**config.mk**
```make
export PLATFORM = sky130hd
export DESIGN_NAME = sorted_list_insert_delete
export DESIGN_NICKNAME = d
export VERILOG_FILES = /design/src/hw/rtl/sli_pkg.sv /design/src/hw/rtl/sli_cell.sv /design/src/hw/rtl/sorted_list_insert_delete.sv
export SDC_FILE = /design/constraint.sdc
export NUM_CORES = 2
export LEC_CHECK = 0
export ABC_AREA = 0
export BUFFER_PORTS_ARGS = -buffer_cell sky130_fd_sc_hd__buf_2
export CORE_MARGIN = 2
export CORE_UTILIZATION = 55
export DETAILED_ROUTE_END_ITERATION = 12
export PLACE_DENSITY = 0.71
export SYNTH_ARGS = -nofsm -noshare
export SYNTH_HDL_FRONTEND = slang
export SYNTH_SLANG_ARGS = --single-unit
```
**constraint.sdc**
```tcl
create_clock -name clock -period 8 [get_ports clock]
set_clock_uncertainty 0.15 [all_clocks]
set_input_delay 1.6 -clock clock [delete_from_list [all_inputs] [get_ports clock]]
set_output_delay 1.6 -clock clock [all_outputs]
set_load 0.01 [all_outputs]
```
**src/hw/rtl/sli_pkg.sv**
```systemverilog
`timescale 1ns / 1ps
// ----------------------------------------------------------------------------
// sli_pkg
// Shared types and constants of the sorted list block: operation and status
// codes, field widths and the control bundle broadcast to every cell.
// ----------------------------------------------------------------------------
package sli_pkg;

   // default number of cells
   localparam int CAPACITY_DEF = 16;

   // field widths
   localparam int FUNC_W   = 2;
   localparam int VALUE_W  = 32;
   localparam int RANK_W   = 4;
   localparam int STATUS_W = 3;
   localparam int COUNT_W  = 5;
   localparam int POS_W    = 4;

   // stream payload widths, padded to whole bytes
   localparam int REQ_DATA_W = 40;
   localparam int RSP_DATA_W = 48;

   // operation codes
   typedef logic [FUNC_W-1:0] func_type;
   localparam func_type OP_INSERT = 2'd0;
   localparam func_type OP_DELETE = 2'd1;
   localparam func_type OP_READ   = 2'd2;

   // status codes
   typedef logic [STATUS_W-1:0] status_type;
   localparam status_type ST_OK       = 3'd0;
   localparam status_type ST_FULL     = 3'd1;
   localparam status_type ST_EMPTY    = 3'd2;
   localparam status_type ST_NOTFOUND = 3'd3;
   localparam status_type ST_RANK     = 3'd4;

   // command broadcast along the cell chain
   typedef struct packed {
      logic               ins;
      logic               del;
      logic [VALUE_W-1:0] value;
   } sli_cell_ctl_type;

endpackage

```
**src/hw/rtl/sli_cell.sv**
```systemverilog
`timescale 1ns / 1ps
// ----------------------------------------------------------------------------
// sli_cell
// One slot of the sorted chain. Compares its entry against the broadcast
// value and, on insert or delete, keeps its entry or takes the new value or
// a neighbor's entry.
// ----------------------------------------------------------------------------
module sli_cell
   import sli_pkg::*;
(
   input  logic                 clock,
   input  sli_cell_ctl_type     ctl,
   input  logic                 occupied,
   input  logic                 left_le,
   input  logic [VALUE_W-1:0]   left_value,
   input  logic [VALUE_W-1:0]   right_value,
   output logic                 le,
   output logic                 lt,
   output logic                 eq,
   output logic [VALUE_W-1:0]   value
);

   logic [VALUE_W-1:0] value_ff;
   logic [VALUE_W-1:0] value_in;

   // signed compares against the broadcast value
   assign le = occupied && ($signed(value_ff) <= $signed(ctl.value));
   assign lt = occupied && ($signed(value_ff) <  $signed(ctl.value));
   assign eq = occupied && (value_ff == ctl.value);
   assign value = value_ff;

   // insert opens a gap at the first cell above the value, delete closes
   // the gap from the first cell not below the value
   always_comb begin
      value_in = value_ff;
      if (ctl.ins && !le) begin
         if (left_le) begin
            value_in = ctl.value;
         end else begin
            value_in = left_value;
         end
      end else if (ctl.del && !lt) begin
         value_in = right_value;
      end
   end

   always_ff @(posedge clock) begin
      value_ff <= value_in;
   end

endmodule

```
**src/hw/rtl/sorted_list_insert_delete.sv**
```systemverilog
`timescale 1ns / 1ps
// ----------------------------------------------------------------------------
// sorted_list_insert_delete
// The result of an item is registered and shown in the cycle after it is
// accepted. One item per cycle while results are taken; every cell compares
// and shifts in the same cycle, so each operation finishes in a single step.
// Reset (synchronous, active high) clears the entry count and result valid
// flag; cell contents stay undefined and are never read before written.
// ----------------------------------------------------------------------------
module sorted_list_insert_delete
   import sli_pkg::*;
#(
   parameter int CAPACITY = CAPACITY_DEF
)
(
   input  logic                  clock,
   input  logic                  reset,
   // item in: tdata = value[31:0], rank[35:32], zero pad[39:36]
   input  logic                  req_tvalid,
   output logic                  req_tready,
   input  logic [REQ_DATA_W-1:0] req_tdata,
   // tuser = func[1:0]
   input  logic [FUNC_W-1:0]     req_tuser,
   // item out: tdata = item_count[4:0], read_value[36:5], position[40:37],
   // zero pad[47:41]
   output logic                  rsp_tvalid,
   input  logic                  rsp_tready,
   output logic [RSP_DATA_W-1:0] rsp_tdata,
   // tuser = status[2:0]
   output logic [STATUS_W-1:0]   rsp_tuser
);

   localparam int CNT_W = $clog2(CAPACITY + 1);
   localparam int IDX_W = $clog2(CAPACITY);
   localparam int CMP_W = (CNT_W > RANK_W) ? CNT_W : RANK_W;

   // request fields
   logic [VALUE_W-1:0] req_value;
   logic [RANK_W-1:0]  req_rank;
   logic               accept;

   assign req_value = req_tdata[VALUE_W-1:0];
   assign req_rank  = req_tdata[VALUE_W+RANK_W-1:VALUE_W];

   // control state
   logic [CNT_W-1:0]      count_ff;
   logic [CNT_W-1:0]      count_in;
   logic                  rsp_valid_ff;
   logic [RSP_DATA_W-1:0] rsp_data_ff;
   logic [RSP_DATA_W-1:0] rsp_data_in;
   logic [STATUS_W-1:0]   rsp_user_ff;
   logic [STATUS_W-1:0]   rsp_user_in;

   // chain wiring
   sli_cell_ctl_type     ctl;
   logic [CAPACITY-1:0]  le;
   logic [CAPACITY-1:0]  lt;
   logic [CAPACITY-1:0]  eq;
   logic [CAPACITY-1:0]  occupied;
   logic [CAPACITY-1:0]  ins_bnd;
   logic [CAPACITY-1:0]  del_first;
   logic [CAPACITY-1:0]  rd_hit;
   logic [VALUE_W-1:0]   cell_value [CAPACITY];

   logic                 full;
   logic                 found;
   logic                 rank_bad;
   logic [CMP_W-1:0]     rank_ext;
   logic [IDX_W-1:0]     ins_pos;
   logic [IDX_W-1:0]     del_pos;
   logic [VALUE_W-1:0]   rd_value;

   logic [STATUS_W-1:0]  status;
   logic [VALUE_W-1:0]   out_value;
   logic [IDX_W-1:0]     out_pos;
   logic [CNT_W+COUNT_W-1:0] count_wide;
   logic [IDX_W+POS_W-1:0]   pos_wide;

   // handshake: the result register frees up as it is taken, no item in reset
   assign req_tready = !reset && (!rsp_valid_ff || rsp_tready);
   assign accept     = req_tvalid && req_tready;

   assign full     = (count_ff == CNT_W'(CAPACITY));
   assign found    = |eq;
   assign rank_ext = CMP_W'(req_rank);
   assign rank_bad = (rank_ext >= CMP_W'(count_ff));

   // command to the cells
   always_comb begin
      ctl.value = req_value;
      ctl.ins   = accept && (req_tuser == OP_INSERT) && !full;
      ctl.del   = accept && (req_tuser == OP_DELETE) && found;
   end

   // cell row
   for (genvar i = 0; i < CAPACITY; i++) begin : g_cell
      logic               left_le_w;
      logic [VALUE_W-1:0] left_value_w;
      logic [VALUE_W-1:0] right_value_w;

      assign occupied[i] = (count_ff > CNT_W'(i));
      assign rd_hit[i]   = (rank_ext == CMP_W'(i));

      if (i == 0) begin : g_first
         assign left_le_w    = 1'b1;
         assign left_value_w = req_value;
         assign del_first[i] = eq[i];
      end else begin : g_mid
         assign left_le_w    = le[i-1];
         assign left_value_w = cell_value[i-1];
         assign del_first[i] = eq[i] && !eq[i-1];
      end

      if (i == CAPACITY - 1) begin : g_last
         assign right_value_w = cell_value[i];
      end else begin : g_inner
         assign right_value_w = cell_value[i+1];
      end

      assign ins_bnd[i] = !le[i] && left_le_w;

      sli_cell u_cell (
         .clock       (clock),
         .ctl         (ctl),
         .occupied    (occupied[i]),
         .left_le     (left_le_w),
         .left_value  (left_value_w),
         .right_value (right_value_w),
         .le          (le[i]),
         .lt          (lt[i]),
         .eq          (eq[i]),
         .value       (cell_value[i])
      );
   end

   // encode the one-hot boundaries and select the read entry
   always_comb begin
      ins_pos  = '0;
      del_pos  = '0;
      rd_value = '0;
      for (int i = 0; i < CAPACITY; i++) begin
         if (ins_bnd[i]) begin
            ins_pos = ins_pos | IDX_W'(i);
         end
         if (del_first[i]) begin
            del_pos = del_pos | IDX_W'(i);
         end
         if (rd_hit[i]) begin
            rd_value = rd_value | cell_value[i];
         end
      end
   end

   // result and next count
   always_comb begin
      status    = ST_OK;
      out_value = '0;
      out_pos   = '0;
      count_in  = count_ff;
      case (req_tuser)
         OP_INSERT: begin
            if (full) begin
               status = ST_FULL;
            end else begin
               out_pos  = ins_pos;
               count_in = count_ff + CNT_W'(1);
            end
         end
         OP_DELETE: begin
            if (count_ff == '0) begin
               status = ST_EMPTY;
            end else if (!found) begin
               status = ST_NOTFOUND;
            end else begin
               out_pos  = del_pos;
               count_in = count_ff - CNT_W'(1);
            end
         end
         OP_READ: begin
            if (rank_bad) begin
               status = ST_RANK;
            end else begin
               out_value = rd_value;
               out_pos   = IDX_W'(req_rank);
            end
         end
         default: begin
            status = ST_OK;
         end
      endcase
   end

   // fields masked to their output widths
   assign count_wide  = (CNT_W + COUNT_W)'(count_in);
   assign pos_wide    = (IDX_W + POS_W)'(out_pos);
   assign rsp_data_in = RSP_DATA_W'({pos_wide[POS_W-1:0], out_value,
                                     count_wide[COUNT_W-1:0]});
   assign rsp_user_in = status;

   // control registers
   always_ff @(posedge clock) begin
      if (reset) begin
         count_ff     <= '0;
         rsp_valid_ff <= 1'b0;
      end else begin
         if (accept) begin
            count_ff     <= count_in;
            rsp_valid_ff <= 1'b1;
         end else if (rsp_tready) begin
            rsp_valid_ff <= 1'b0;
         end
      end
   end

   // result payload
   always_ff @(posedge clock) begin
      if (accept) begin
         rsp_data_ff <= rsp_data_in;
         rsp_user_ff <= rsp_user_in;
      end
   end

   assign rsp_tvalid = rsp_valid_ff;
   assign rsp_tdata  = rsp_data_ff;
   assign rsp_tuser  = rsp_user_ff;

`ifndef ASSERT_OFF
   // the count never passes the number of cells
   a_count_range: assert property (@(posedge clock) disable iff (reset)
      count_ff <= CNT_W'(CAPACITY))
      else $error("entry count above capacity");

   // a sorted chain has at most one insert boundary
   a_ins_onehot: assert property (@(posedge clock) disable iff (reset)
      $onehot0(ins_bnd))
      else $error("more than one insert boundary");

   // equal entries are contiguous, so one first match at most
   a_del_onehot: assert property (@(posedge clock) disable iff (reset)
      $onehot0(del_first))
      else $error("more than one first match on delete");

   // an insert that is not dropped grows the count by one
   a_ins_count: assert property (@(posedge clock) disable iff (reset)
      accept && (req_tuser == OP_INSERT) && !full
      |=> count_ff == $past(count_ff) + CNT_W'(1))
      else $error("insert did not grow the count");

   // a failed operation reports position zero
   a_err_pos: assert property (@(posedge clock) disable iff (reset)
      rsp_tvalid && (rsp_tuser != ST_OK) |-> rsp_tdata[40:37] == '0)
      else $error("nonzero position on error");
`endif

endmodule

```
==> summary.txt <==
Critical path
  • Worst Path Max Fanout: 20
  • Most used cell along the critical path: buf_4
  • Startpoint Class: primary input
  • Worst Setup End Kind: flop
  • Delay-heaviest family, CP: simple AND/OR/NAND/NOR gates
  • Data arrival, critical path: 6.79 ns
  • Worst Path Required: 8.11 ns
  • Critical path's largest stage delay: 1.13 ns
  • Buf/Inv on CP: 5
  • R2r startpoint: g_cell[0].u_cell.value[21]$_DFFE_PP_
  • WS Path Type: primary input to flop
  • Critical path origin: req_tdata[20]
  • Crit-path slowest cell: nor4_1
  • Crit-path cells: buf_2, inv_1, buf_4, ha_1, nand4_1, nor4_1, nand3_1, o2111ai_2, nor4_4, or3_1, buf_4, o22ai_4, buf_4

Place
  • Post-DP HPWL: 136,000 µm
  • PortBufs: 87
  • GP Congestion: approximately 1.1
  • Placed cell area: 44,600 µm²

GRT
  • GRT overflow: 0
  • M2 GR Usage: 65.1%
  • Gr busiest metal: met2
  • Grt met3 use: 19.0%
  • Vias in the first global route: 37,500
  • GRT Util Overall: 47.0%
  • First-pass GRT wire length: 266,000 µm
  • Largest net degree at the start of global routing: 65
  • Met1 GRT Util: 62.8%
  • Initial antenna violation count: 17

Synth
  • Post-Synthesis Cells: 4,542
  • Main synth FF type: edfxtp_1
  • Sequential cell area fraction in the yosys report: 39.6%
  • Leading area contributor after synthesis: edfxtp_1
  • Ranking of synthesized cells by area: edfxtp_1 (39%), ha_1 (15%), a21oi_1 (7.8%)
  • Yosys cell types: 84
  • Yosys warnings: 0
  • Post-synth EDFFs: between 500 and 600
  • Top cells by count, synth: a21oi_1 (665), nor2_1 (590), edfxtp_1 (556)
  • Ys async rst share: 0%
  • Cell with the most instances after synthesis: a21oi_1
  • Syn_area_per_cell: about 9.3 µm²
  • #FFs+latches synth: 562
  • Mapped cell area: between 40,000 and 50,000 µm²
  • Synth top area share: 39.3%

Clocking
  • Reg clk slew, reported paths: approximately 0.06 ns
  • Htree depth: 3
  • Root Buffer: clkbuf_16
  • Clk buf depth: 3
  • CTS tree: done
  • Sink Count: 562
  • Clock latency on the worst-skew pair: about 0.64 ns
  • CTS resizes: 0
  • Hold_buf cts: 0
  • Total CTS buffers: 67
  • Post-CTS setup repair buffer count: 0

Routing
  • First-pass DRT Iterations: 7
  • Final wirelength: approximately 190,000 µm
  • Routed WL per cell: 33.7 µm
  • DRC violations left: 0
  • Initial DRC count: 7,517
  • Final ANT Viol Nets: 0
  • Vias per cell: approximately 7.3
  • Vias: between 40,000 and 50,000

Power and ir drop
  • Leak: 19.0 nW
  • Worst vdd ir: 0.190 mV
  • Power per cell area: 162 nW/µm²

Hold path
  • Critical hold path startpoint: rsp_tvalid$_SDFFE_PP0P_
  • Worst hold path class: flop to flop

Finish
  • Nets: 5,123
  • Final instance area: about 47,000 µm²
  • FF/Latch Area: 16,800 µm²
  • Fillers: 6,636
  • Multi-input gate area: 24,600 µm²
  • Area Overhead vs Synth: 10.4%
  • Share of cells above drive strength 1: 8.87%

Die
  • Row count: slightly above 100
  • Initial cell density of the core: roughly 56%
  • Core Footprint: 76,200 µm²
  • Chip Width: 282 µm
  • Die area: 79,400 µm²
  • Io pins: 99
  • Die Y-Extent: between 200 and 300 µm

Timing
  • Fin crit period: 6.68 ns
  • Fmax: around 150 MHz
  • Final Hold Fails: 0
  • Worst rel slew slack: about an eighth
  • Final Cycle Share: 83.5%
  • Slew @ Worst Pin: 1.31 ns
  • RSZ-0062 raised after global routing: no
  • # setup viols final: 0
  • Final setup TNS: 0 ns
  • Slew Limit Fails: 0

Job
  • Max cap viols: 0

Status
  • Status: finished, final reports clean
state kept, by name, indices dropped and copies added, names as in the netlist:
signal	cells
rsp_tvalid	1
rsp_tuser	3
count_ff	5
rsp_tdata	41
g_cell.u_cell.value	512
through the flow:
step	hold WS [ns]	total power, mW	setup WS [ns]	utilization [%]	std cells
4_1_cts	0.464	7.51	1.67	61.5	5639
2_1_floorplan	0.395	3.96	1.37	-	4548
3_5_place_dp	0.450	4.35	1.05	58.6	5517
6_report	0.461	7.58	1.32	61.5	5644
5_1_grt	0.487	7.73	1.39	61.5	5642
3_3_place_gp	0.450	4.33	1.15	58.6	5517
power breakdown:
part	leakage (nW)	switching [mW]	internal, mW
sequential	5.11	0.0744	3.29
clock	1.08	1.37	1.87
combinational	12.8	0.675	0.309
total	19.0	2.12	5.46
final cells by class:
| class | count | share of cell area, % |
|---|---|---|
| inverters | 94 | 0.753 |
| clock buffers | 84 | 3.85 |
| multi-input cells | 3610 | 52.5 |
| flip-flops and latches | 562 | 35.9 |
| well taps | 1030 | 2.75 |
| clock inverters | 38 | 0.900 |
| repair buffers | 221 | 3.37 |
| diodes | 5 | 0.0267 |
worst reg2reg max path, delay by kind of cell, from the launching register on:
family | cells | cell delay [ns]
buf+inv | 2 | 0.86
fa+ha+maj | 1 | 0.33
flops | 1 | 0.45
simple gates | 5 | 1.37
compound gates | 4 | 1.69
final timing paths:
kind	endpoint	slack, ns	cells after the start
max reg2reg	rsp_tdata[37]$_DFFE_PP_	2.82	12
max	g_cell[2].u_cell.value[19]$_DFFE_PP_	1.32	13
min reg2reg	rsp_tvalid$_SDFFE_PP0P_	0.46	3
min	rsp_tvalid$_SDFFE_PP0P_	0.46	3
metal layers:
metal | part of all wire (%) | wire [µm]
met2 | 39 | 75200
met5 | 0.095 | 181
met1 | 37 | 70100
met4 | 6.2 | 11700
met3 | 17 | 33200
cells in the final DEF (no fill, tap or decap), types with 9 or more instances in the layout:
| cell | count |
|---|---|
| a2111oi_0 | 9 |
| a211oi_1 | 20 |
| a21boi_0 | 10 |
| a21o_1 | 37 |
| a21oi_1 | 665 |
| a221oi_1 | 108 |
| a22o_1 | 97 |
| a22oi_1 | 71 |
| a31oi_1 | 128 |
| and3_1 | 36 |
| buf_12 | 11 |
| buf_2 | 87 |
| buf_4 | 123 |
| clkbuf_1 | 14 |
| clkbuf_16 | 70 |
| clkinv_1 | 11 |
| clkinv_2 | 12 |
| edfxtp_1 | 556 |
| ha_1 | 521 |
| inv_1 | 89 |
| mux2i_1 | 261 |
| nand2_1 | 411 |
| nand2b_1 | 10 |
| nand3_1 | 60 |
| nand4_1 | 124 |
| nor2_1 | 572 |
| nor2_4 | 21 |
| nor2b_1 | 18 |
| nor3_1 | 37 |
| nor3_2 | 13 |
| nor4_1 | 28 |
| o211ai_1 | 16 |
| o21a_1 | 9 |
| o21ai_0 | 161 |
| o21ai_1 | 12 |
| or3_1 | 13 |
logic make-up (layout without fill, tap and decap cells):
family                     after synthesis  after routing  share of synthesized area, %
and+or+nand+nor                       1394           1394                          14.6
buffers and inverters                  376            437                          3.52
xor gates and xnor gates                12             12                         0.248
adders and majority gates              521            521                          15.4
AOI/OAI and AO/OA                     1413           1413                          20.5
muxes                                  263            263                          6.21
DFF                                    562            562                          39.6
other                                    1             12                       0.00883
(Power assumes the default switching activity.)
